## config.mk

```make
export PLATFORM = sky130hd
export DESIGN_NAME = msf_ctrl
export DESIGN_NICKNAME = d
export VERILOG_FILES = /design/src/hw/rtl/msf_pkg.sv /design/src/hw/rtl/msf_ctrl.sv
export SDC_FILE = /design/constraint.sdc
export NUM_CORES = 1
export LEC_CHECK = 0
export BUFFER_PORTS_ARGS = -buffer_cell sky130_fd_sc_hd__buf_2
export CORE_UTILIZATION = 41
export DETAILED_ROUTE_END_ITERATION = 12
export PLACE_DENSITY = 0.73
export SLEW_MARGIN = 20
export SYNTH_ARGS = -nofsm -noshare
export SYNTH_HDL_FRONTEND = slang
export SYNTH_SLANG_ARGS = --single-unit
```

## constraint.sdc

```tcl
create_clock -name clk -period 5.3 [get_ports clk]
set_input_delay 0.53 -clock clk [delete_from_list [all_inputs] [get_ports clk]]
set_output_delay 0.53 -clock clk [all_outputs]
set_load 0.01 [all_outputs]
```

## src/hw/rtl/msf_pkg.sv

```systemverilog
// Shared types and constants of the minimum spanning forest core.
// No dependencies.
package msf_pkg;

  localparam int TreeMax = 63;

  typedef struct packed {
    logic [5:0]         head_node;
    logic [5:0]         tail_node;
    logic signed [31:0] edge_cost;
    logic signed [15:0] edge_ident;
    logic               final_edge;
  } in_t;

  typedef struct packed {
    logic [14:0] tree_edge_id;
    logic        is_summary;
    logic [5:0]  tree_edge_count;
    logic        store_overflow;
    logic        run_end;
  } out_t;

  typedef enum logic [8:0] {
    S_IDLE  = 9'b000000001,
    S_CLEAR = 9'b000000010,
    S_SCAN  = 9'b000000100,
    S_RD_H  = 9'b000001000,
    S_CHK_H = 9'b000010000,
    S_RD_T  = 9'b000100000,
    S_CHK_T = 9'b001000000,
    S_LINK  = 9'b010000000,
    S_SUMM  = 9'b100000000
  } state_t;

  typedef struct packed {
    logic load;
    logic job_init;
    logic clr;
    logic scan_init;
    logic scan;
    logic find_h_init;
    logic find_t_init;
    logic walk_rd;
    logic walk_chk;
    logic save_h;
    logic link;
    logic summary;
  } cmd_t;

  typedef struct packed {
    logic clr_last;
    logic n_zero;
    logic scan_done;
    logic root_hit;
    logic last_pass;
  } sts_t;

endpackage

```

## src/hw/rtl/msf_ctrl.sv

```systemverilog
// Sequencing state machine of the minimum spanning forest core.
// Depends on msf_pkg; drives the datapath by command and reads its status.
module msf_ctrl (
  input  logic          clk,
  input  logic          rst_n,
  input  logic          start,
  input  logic          in_final,
  input  msf_pkg::sts_t sts,
  output msf_pkg::cmd_t cmd,
  output logic          busy
);
  import msf_pkg::*;

  state_t state_r, state_nxt;

  always_ff @(posedge clk) begin
    if (!rst_n) state_r <= S_IDLE;
    else        state_r <= state_nxt;
  end

  always_comb begin
    cmd = '0;
    state_nxt = state_r;
    case (state_r)
      S_IDLE: begin
        if (start) begin
          cmd.load = 1'b1;
          if (in_final) begin
            cmd.job_init = 1'b1;
            state_nxt = S_CLEAR;
          end
        end
      end
      S_CLEAR: begin
        cmd.clr = 1'b1;
        if (sts.clr_last) begin
          cmd.scan_init = 1'b1;
          state_nxt = sts.n_zero ? S_SUMM : S_SCAN;
        end
      end
      S_SCAN: begin
        cmd.scan = 1'b1;
        if (sts.scan_done) begin
          cmd.find_h_init = 1'b1;
          state_nxt = S_RD_H;
        end
      end
      S_RD_H: begin
        cmd.walk_rd = 1'b1;
        state_nxt = S_CHK_H;
      end
      S_CHK_H: begin
        cmd.walk_chk = 1'b1;
        if (sts.root_hit) begin
          cmd.save_h = 1'b1;
          cmd.find_t_init = 1'b1;
          state_nxt = S_RD_T;
        end else begin
          state_nxt = S_RD_H;
        end
      end
      S_RD_T: begin
        cmd.walk_rd = 1'b1;
        state_nxt = S_CHK_T;
      end
      S_CHK_T: begin
        cmd.walk_chk = 1'b1;
        state_nxt = sts.root_hit ? S_LINK : S_RD_T;
      end
      S_LINK: begin
        cmd.link = 1'b1;
        cmd.scan_init = 1'b1;
        state_nxt = sts.last_pass ? S_SUMM : S_SCAN;
      end
      S_SUMM: begin
        cmd.summary = 1'b1;
        state_nxt = S_IDLE;
      end
      default: state_nxt = S_IDLE;
    endcase
  end

  assign busy = (state_r != S_IDLE);

endmodule

```

# --- Word-level counts from Yosys, hierarchy flattened ---
# Cells that the tools add are included.
classes:
  eq_ne: 14
  muxes: 23
  n_reduce_logical: 3
op_table:
  columns: ["operator", "n"]
  rows:
  - ["one-hot mux 9 bit (8 select lines)", 1]
  - ["two-way mux 9 bit", 6]
  - ["two-way mux 1 bit", 10]
  - ["== test 9 x 1 -> 1 bit, second input constant", 1]
  - ["== test 9 x 2 -> 1 bit, second input constant", 1]
  - ["== test 9 x 3 -> 1 bit, second input constant", 1]
  - ["== test 9 x 4 -> 1 bit, second input constant", 1]
  - ["== test 9 x 5 -> 1 bit, second input constant", 1]
  - ["== test 9 x 6 -> 1 bit, second input constant", 1]
  - ["== test 9 x 7 -> 1 bit, second input constant", 1]
  - ["== test 9 x 8 -> 1 bit, second input constant", 1]
  - ["== test 9 bit, second input constant", 1]
  - ["!= test 9 x 1 -> 1 bit, second input constant", 1]
  - ["two-way mux 8 bit", 1]
  - ["!= test 2 bit, second input constant", 4]
  - ["two-way mux 2 bit", 3]
  - ["two-way mux 6 bit", 1]
  - ["AND reduction 4 bit", 1]
  - ["OR reduction 2 bit", 2]
  - ["one-hot mux 1 bit (2 select lines)", 1]
totals:
  register_bits: 9
  word_cells: 41

# --- Depth between registers and ports, before layout ---
# Gate-level depths: netlist of run 1.
logic_depth:
  word_depth: 3
  ltp_mapped: 5
  depth_no_buf: 4

# --- Least setup slack after synthesis of run 1 ---
# No wires, ideal clock.
synth_path:
  kind: "reg2out"
  start: "register state_r[1]"
  end: "output cmd[5] (netlist name)"
  arrival_ns: 1.932
  setup_slack_ns: 2.838
  path_stages_with_launch: 6
  path_buffers: 2
  path_cell_list: "dfxtp_1 -> buf_6 -> or4_4 -> or2_1 -> nor4b_1 -> buf_4"
synth_lines:
  columns: ["element", "line_no", "rtl"]
  rows:
  - ["start, declared", "msf_ctrl.sv:14", "state_t state_r, state_nxt;"]
  - ["start signal, assigned", "msf_ctrl.sv:18", "else state_r <= state_nxt;"]
  - ["end, declared", "msf_ctrl.sv:9", "output msf_pkg::cmd_t cmd,"]

==> impl_metrics.toml, run 1 <==
[pwr]
seq_power_share_pct = 31.6
p_switching_mw = 0.133
p_comb_share_pct = 50.8
p_clk_share_pct = 17.6
leakagePower_nw = 0.367
ir_drop_mv = 0.300
p_total_mw = 0.316
p_per_area_mw_per_mm2 = 386
p_sw_share_pct = 42.2
p_int_mw = 0.183

[synth]
yosys_warnings = 0
synth_seq_cells = 9
synth_edf_count = 0
netlist_instances = 89
ys_seq_area_share_pct = 25.3
synthDistinctLibCells = 44
syn_area_per_cell_um2 = 8.00
synth_flop_cell = "dfxtp_1"
synth_nets = 98
synthesis.area_um2 = 712
ys_async_sr_fraction_pct = 0

[sta]
worst-slew-pin-transition_ns = 0.487
min_period_ns = 2.51
rsz0062_at_grt = "no"
maxSlewHeadroom_pct = 67.3
fin_crit_sh_pct = 47.4
max_freq_mhz = 398
drv_slew = 0
skew_ns = 0.00288
hold_viol_final = 0
finalSetupTns_ns = 0
setup_viol = 0

[critical_path]
path_cells = "or4_4 > or2_1 > nor4b_1 > buf_2"
cp_max_fo = 10
cp_top_family = "simple AND/OR/NAND/NOR gates"
crit_path_start_kind = "flop"
path_class = "flop to output port"
worstSetupEndpointType = "output port"
crit_arrival_ns = 1.98
required_ns = 4.77
crit_slowest_cell = "or4_4"
r2r_slack_ns = 3.53
path_buf_inv = 1
cpPeakStageDelay_ns = 0.57

[drt]
drc = 0
postRouteAntennaNets = 0
viasPerCell = 6.03
drt_iter0_drc = 15
wl_um = 1770
routed-via-count = 736
first_pass_iters = 4
post_drt_wl_per_cell_um = 14.5

[final_layout]
nets = 116
area_delta_synth_final_pct = 15.1
layout_common_cells = "buf_2 (21), nor2_1 (9), dfxtp_1 (9)"
largest_reg_flops = 9
largestRegisters = "state_r: 9 flops"
n_antenna_cell = 0
drive_gt1_share_pct = 32.1
fin_util_pct = 52.6
layout_commonest_cell = "buf_2"
regMostFlops = "state_r"

[cts]
clock_path_buffers = 2
root_buffer = "clkbuf_4"
insertion_delay_ns = 0.27
cts-resized-gates = 0
cts_hold_buf = 0
cts_num_sinks = 9
cts_setup_buffers = 0
htree_levels = 1
clk_pin_slew_ns = 0.06
cts_tree = "done"
numCtsBuffers = 3

[die]
chipHeight_um = 43.7
rows = 14
die_w_um = 43.7
start_util_pct = 45.7
die-area_mm2 = 0.00191
io_pins = 22
coreArea_mm2 = 0.00156

[place]
portBuffers = 21
hpwl_um = 1290
gp_congestion = 0.869

[global_route]
grt_max_degree = 11
grt_pass1_vias = 648
gr-total-overflow = 0
antenna_found_initial = 0
track_usage_pct = 22.9
grt_pass1_wl_um = 3080

[status]
outcome = "finished clean"

[job]
maxCapViolCount = 0

[worst_hold_path]
hold_class = "input pin to flop"
==> final cells by class <==
| class | count | area (µm²) |
|---|---|---|
| Clock buffer | 4 | 26.3 |
| Fill cell | 164 | 739 |
| Inverter | 3 | 11.3 |
| Multi-Input combinational cell | 69 | 477 |
| Sequential cell | 9 | 180 |
| Tap cell | 16 | 20.0 |
| Timing Repair Buffer | 21 | 105 |
==> logic make-up (layout without fill, tap and decap cells) <==
group	after synthesis	in the layout	synth area share (%)
simple gates	51	51	46.0
compound gates	15	15	17.2
buf+inv	11	28	7.73
flops	9	9	25.3
xor+xnor	3	3	3.69
==> worst register-to-register path, cell delays in order, from the launching register on <==
cell and delay (ns):
dfxtp_1 0.41, nor4_2 0.53, nand2_1 0.22, o21ba_2 0.26
o221a_2 0.24
==> cells in the mapped netlist (2+ instances only) <==
library cell | n | area share (%)
xnor2_1 | 2 | 2.5
nor3_1 | 7 | 4.9
nor4b_1 | 4 | 4.9
or4_1 | 2 | 2.1
nand3_1 | 2 | 1.4
nor2_1 | 9 | 4.7
inv_1 | 3 | 1.6
o21ai_0 | 3 | 2.1
buf_2 | 2 | 1.4
dfxtp_1 | 9 | 25
nand2_1 | 5 | 2.6
a22oi_1 | 2 | 2.1
clkbuf_1 | 4 | 2.1
and2_1 | 2 | 1.8
nor3b_1 | 4 | 4.2
==> layer usage <==
metal  vias up  global-route usage [%]  part of all wire, %
li1        364                       -                    -
met1       341                    30.8                   46
met2        26                    31.6                   45
met3         5                    6.25                  6.4
met4         0                    15.0                  2.7
met5         -                       0                    0
==> path summary, 6_finish.rpt <==
| path | start | to | cells past startpoint |
|---|---|---|---|
| max | state_r[1] | cmd[2] | 4 |
| min | sts[0] | state_r[8] | 3 |
| max reg2reg | state_r[6] | state_r[1] | 4 |
| min reg2reg | state_r[6] | state_r[7] | 2 |
==> stage by stage <==
stage | setup slack (ns) | std cells | hold WS (ns) | area (µm²)
after CTS | 2.77 | 122 | 0.525 | 820
after global routing | 2.57 | 122 | 0.538 | 820
after detailed placement | 3.06 | 118 | 0.581 | 793
after global placement | 3.12 | 118 | 0.572 | 793
after floorplan | 2.84 | 89 | 0.550 | 712
final | 2.79 | 122 | 0.527 | 820
==> power by group through the flow <==
stage / Clock (mW) / Combinational, mW / Sequential, mW
floorplan: 0 / 0.136 / 0.0857
global placement: 0 / 0.156 / 0.0989
detailed placement: 0 / 0.161 / 0.100
CTS: 0.0577 / 0.162 / 0.0984
global route: 0.0613 / 0.184 / 0.103
finish: 0.0556 / 0.161 / 0.100
No activity file was read; power rests on OpenSTA's default activity.
==> inputs of run 2 (changes only) <==
--- a/config.mk
+++ b/config.mk
@@ -5,10 +5,11 @@
 export SDC_FILE = /design/constraint.sdc
 export NUM_CORES = 1
 export LEC_CHECK = 0
+export ABC_AREA = 1
 export BUFFER_PORTS_ARGS = -buffer_cell sky130_fd_sc_hd__buf_2
 export CORE_UTILIZATION = 41
 export DETAILED_ROUTE_END_ITERATION = 12
-export PLACE_DENSITY = 0.73
+export PLACE_DENSITY = 0.74
 export SLEW_MARGIN = 20
 export SYNTH_ARGS = -nofsm -noshare
 export SYNTH_HDL_FRONTEND = slang
==> constraint.sdc (replaced) <==
create_clock -name clk -period 2.55 [get_ports clk]
set_input_delay 0.255 -clock clk [delete_from_list [all_inputs] [get_ports clk]]
set_output_delay 0.255 -clock clk [all_outputs]
set_load 0.01 [all_outputs]
==> run 2 against run 1 <==
Net effect:
- clock power up 110%
- worst hold slack worse by 0.32 ns
- first-iteration DRC count down 33%
- largest cell class unchanged
- final area down 2.3%
- area after synthesis down 7.7%
==> impl_metrics.toml, run 2 <==
[die]
start_util_pct = 43.6
coreArea_mm2 = 0.00151
chipHeight_um = 42.0
io_pins = 22
die-area_mm2 = 0.00177
die_w_um = 42.0
rows = 14

[place]
portBuffers = 21
dp.cells = 136
gp_congestion = 0.816
hpwl_um = 1100

[synth]
yosysTopAreaCellShare_pct = 27.4
syn_area_per_cell_um2 = 6.57
synthesis.area_um2 = 657
synth_largest_area_cell = "dfxtp_1"
yosys_warnings = 0
netlist_instances = 100
synth_seq_cells = 9
ys_async_sr_fraction_pct = 0
ys_seq_area_share_pct = 27.4
yosysMostFrequentCell = "nand2_1"
synth_edf_count = 0
synth_area_leaders = "dfxtp_1 (27%), nand2_1 (11%), inv_1 (10%)"
synth_top_cells_by_count = "nand2_1 (19), inv_1 (18), nor2_1 (14)"
synth_flop_cell = "dfxtp_1"
synthDistinctLibCells = 20
synth_nets = 109

[global_route]
grt_pass1_wl_um = 2330
globalRouteMet1Util_pct = 21.6
grt_pass1_vias = 577
antenna_found_initial = 0
track_usage_pct = 18.1
grt_use_met3_pct = 7.76
grt_max_degree = 8
busiest_layer = "met2"
use_met2_pct = 29.7
gr-total-overflow = 0

[cts]
htree_levels = 1
root_buffer = "clkbuf_4"
cts_hold_buf = 0
insertion_delay_ns = 0.27
clk_pin_slew_ns = 0.07
numCtsBuffers = 3
cts_tree = "done"
cts_num_sinks = 9
cts_setup_buffers = 0
cts-resized-gates = 0
clock_path_buffers = 2

[job]
maxCapViolCount = 0

[final_layout]
nets = 134
drive_gt1_share_pct = 34.7
regMostFlops = "state_r"
largest_reg_flops = 9
area_delta_synth_final_pct = 21.9
fin_cells = 140
n_antenna_cell = 0
layout_commonest_cell = "buf_2"
layout_common_cells = "buf_2 (21), nand2_1 (19), inv_1 (18)"
largestRegisters = "state_r: 9 flops"

[sta]
max_freq_mhz = 599
drv_slew = 0
fin_crit_sh_pct = 65.5
worst-slew-pin-transition_ns = 0.280
skew_ns = 0.00871
hold_viol_final = 0
holdWs_ns = 0.211
maxSlewHeadroom_pct = 81.3
setup_viol = 0
min_period_ns = 1.67
finalSetupTns_ns = 0
rsz0062_at_grt = "no"

[critical_path]
cpPeakStageDelay_ns = 0.30
crit_arrival_ns = 1.42
crit_slowest_cell = "dfxtp_1"
cp_max_fo = 7
required_ns = 2.30
cp_top_family = "simple AND/OR/NAND/NOR gates"
worstSetupEndpointType = "output port"
crit_path_start_kind = "flop"
path_cells = "inv_1 > nand3_1 > nor2_2 > nand2_1 > o21ai_0 > buf_2"
path_buf_inv = 2
path_class = "flop to output port"

[pwr]
ir_drop_mv = 0.729
p_per_area_mw_per_mm2 = 822
leakagePower_nw = 0.452

[worst_hold_path]
hold_class = "input pin to flop"

[status]
outcome = "finished clean"

[drt]
routed-via-count = 679
drc = 0
viasPerCell = 4.85
post_drt_wl_per_cell_um = 10.2
first_pass_iters = 4
wl_um = 1420
drt_iter0_drc = 10
postRouteAntennaNets = 0
==> run 2: changes by cell type in the layout (fill, tap and decap cells not counted), sizes merged, moves of 3 or more <==
| cell | delta |
|---|---|
| nand2 | +16 |
| nand3 | +12 |
| nor4b | -4 |
| nor2 | +13 |
| inv | +17 |
| nor3 | -5 |
| or4 | -3 |
==> run 2: worst paths after layout <==
path | from | end | slack (ns) | cells past startpoint
worst max register to register | state_r[8] | state_r[2] | 1.25 | 8
worst min-delay path | rst_n | state_r[0] | 0.21 | 2
worst min register to register | state_r[1] | state_r[1] | 0.50 | 2
worst max-delay path | state_r[8] | cmd[8] | 0.88 | 6
==> run 2: worst reg2reg max path, delay by kind of cell (launching register included) <==
kind / cells / cell delay (ns)
buffers and inverters: 1 / 0.17
DFF: 1 / 0.30
and+or+nand+nor: 7 / 0.72
==> run 2: cells by family after synthesis <==
kind of cell / after synthesis / synth area share (%)
buffers and inverters: 21 / 12.6
flip-flops: 9 / 27.4
AND/OR/NAND/NOR: 64 / 55.4
AO/OA/AOI/OAI: 6 / 4.57
==> run 2: area by class of cell <==
class                           count  area (µm²)
Clock buffer                        4        26.3
Fill cell                         161         706
Inverter                           20        75.1
Multi-Input combinational cell     70         394
Sequential cell                     9         180
Tap cell                           16        20.0
Timing Repair Buffer               21         105
==> run 2: stage by stage <==
stage	util (%)	instance area, µm²	power (mW)	setup slack, ns
2_1_floorplan	-	657	0.464	1.27
3_3_place_gp	51.4	774	0.545	1.18
3_5_place_dp	51.4	774	0.545	1.17
4_1_cts	53.2	801	0.661	0.876
5_1_grt	53.2	801	0.711	0.709
6_report	53.2	801	0.658	0.880
==> run 2: power by group <==
group / switching, mW / internal, mW / total (mW) / leakage, nW
logic: 0.229 / 0.132 / 0.361 / 0.364
registers: 0.0198 / 0.163 / 0.183 / 0.0731
clock network: 0.0536 / 0.0605 / 0.114 / 0.0150
total: 0.303 / 0.356 / 0.658 / 0.452
==> run 2: layer usage <==
metal	vias to the layer above	wire, µm	part of all wire (%)
li1	357	-	-
met1	303	620	44
met2	15	714	50
met3	4	77	5.4
met4	0	12	0.84
met5	-	0	0
==> inputs of run 3 (changes only) <==
==> constraint.sdc (replaced) <==
create_clock -name clk -period 1.6 [get_ports clk]
set_input_delay 0.16 -clock clk [delete_from_list [all_inputs] [get_ports clk]]
set_output_delay 0.16 -clock clk [all_outputs]
set_load 0.01 [all_outputs]
==> run 3 against run 2 <==
Net effect:
- sequential share of layout area is 0.91 points lower
- highest routed layer unchanged
- flip-flop and latch count stayed put
- clock-buffer cell count stayed put
- wire length is 2.7% lower
- register-to-register slack worse by 0.93 ns
- sequential power is 60% higher
- critical endpoint unchanged
- worst hold slack worse by 0.099 ns
- worst setup slack worse by 0.80 ns
==> impl_metrics.toml, run 3 (synthesized netlist as in run 2, its figures left out) <==
[pwr]
ir_drop_mv = 0.777
p_sw_share_pct = 47.3
p_clk_share_pct = 16.8
p_int_mw = 0.572
p_per_area_mw_per_mm2 = 1300
p_comb_share_pct = 56.3
leakagePower_nw = 0.461
p_switching_mw = 0.514
seq_power_share_pct = 26.9

[sta]
skew_ns = 0.00718
fin_crit_sh_pct = 95.0
finalSetupTns_ns = 0
min_period_ns = 1.52
maxSlewHeadroom_pct = 81.6
drv_slew = 0
holdWs_ns = 0.113
max_freq_mhz = 658
rsz0062_at_grt = "yes"
worst-slew-pin-transition_ns = 0.275
setup_viol = 0
hold_viol_final = 0

[worst_hold_path]
hold_class = "input pin to flop"
whs_path_depth = 2
whs_endpoint = "state_r[0]"
hold_start = "rst_n"

[final_layout]
nets = 134
drive_gt1_share_pct = 41.1
regMostFlops = "state_r"
n_antenna_cell = 0
layout_commonest_cell = "buf_2"
final_area_um2 = 835
layout_common_cells = "buf_2 (21), inv_1 (17), nand2_1 (16)"
largest_reg_flops = 9
area_delta_synth_final_pct = 27.0
largestRegisters = "state_r: 9 flops"

[drt]
drt_iter0_drc = 6
drc = 0
routed-via-count = 673
postRouteAntennaNets = 0
post_drt_wl_per_cell_um = 9.89
first_pass_iters = 4
viasPerCell = 4.81
wl_um = 1390

[cts]
clk_pin_slew_ns = 0.06
cts_setup_buffers = 0
htree_levels = 1
cts_num_sinks = 9
numCtsBuffers = 3
cts_hold_buf = 0
insertion_delay_ns = 0.27
clock_path_buffers = 2
root_buffer = "clkbuf_4"
cts_tree = "done"

[global_route]
grt_max_degree = 8
grt_pass1_wl_um = 2300
gr-total-overflow = 0
antenna_found_initial = 0
grt_pass1_vias = 582
track_usage_pct = 17.5

[critical_path]
worstSetupEndpointType = "output port"
path_class = "flop to output port"
r2r_cells = 8
crit_path_start_kind = "flop"
cp_max_fo = 4
required_ns = 1.44
crit_arrival_ns = 1.36
r2r_slack_ns = 0.32
timing.rr.end = "state_r[2]"
r2r_start = "state_r[1]"

[die]
die-area_mm2 = 0.00177
io_pins = 22
start_util_pct = 43.6
coreArea_mm2 = 0.00151
chipHeight_um = 42.0
rows = 14
die_w_um = 42.0

[job]
maxCapViolCount = 0

[place]
gp_congestion = 0.813
hpwl_um = 1100
portBuffers = 21
postPlaceCellArea_um2 = 774

[status]
outcome = "finished clean"
==> run 3: cell counts in the layout (fill, tap and decap cells not counted) <==
No cell type changed its count.
==> run 3: worst max-delay path by stage <==
stage / startpoint / to / cells past startpoint / slack [ns]
finish: state_r[2] / cmd[8] / 6 / 0.08
global route: state_r[2] / cmd[8] / 6 / -0.04
CTS: state_r[8] / cmd[8] / 6 / 0.005
detailed placement: state_r[8] / cmd[8] / 6 / 0.31
global placement: state_r[8] / cmd[8] / 6 / 0.33
floorplan: state_r[8] / cmd[8] / 5 / 0.42
==> run 3: final cells by class <==
cell class | count | area (µm²)
Clock buffer | 4 | 26.3
Fill cell | 162 | 672
Inverter | 20 | 75.1
Multi-Input combinational cell | 70 | 428
Sequential cell | 9 | 180
Tap cell | 16 | 20.0
Timing Repair Buffer | 21 | 105
==> run 3: critical path, stage by stage, from the launching register on <==
cell	delay, ns
dfxtp_1	0.32
nor2_2	0.17
inv_2	0.11
nor2_4	0.15
nand2_2	0.08
o21ai_1	0.12
buf_2	0.14
==> run 3: what timing repair did <==
| item | CTS | global route |
|---|---|---|
| setup endpoints to repair | 0 | 6 |
| resized for setup | 0 | 11 |
| hold endpoints to repair | 0 | 0 |
==> run 3: power groups by stage <==
stage	clock, mW	combinational [mW]	sequential, mW
global route	0.199	0.691	0.295
global placement	0	0.570	0.294
detailed placement	0	0.576	0.297
floorplan	0	0.449	0.291
finish	0.182	0.612	0.292
CTS	0.189	0.579	0.292
==> run 3: per-stage QoR <==
stage / setup slack (ns) / utilization [%] / cells / power, mW
floorplan: 0.416 / - / 100 / 0.739
global placement: 0.328 / 51.4 / 136 / 0.865
detailed placement: 0.311 / 51.4 / 136 / 0.873
CTS: 0.00493 / 53.2 / 140 / 1.06
global route: -0.0371 / 55.4 / 140 / 1.19
finish: 0.0793 / 55.4 / 140 / 1.09
==> run 3: layer usage <==
metal  global-route usage (%)  wire length [µm]  part of all wire (%)  vias up
li1                         -                 -                     -      358
met1                     22.6               667                    48      303
met2                     26.3               642                    46       10
met3                     7.76                56                   4.0        2
met4                     5.63                19                   1.4        0
met5                        0                 0                     0        -
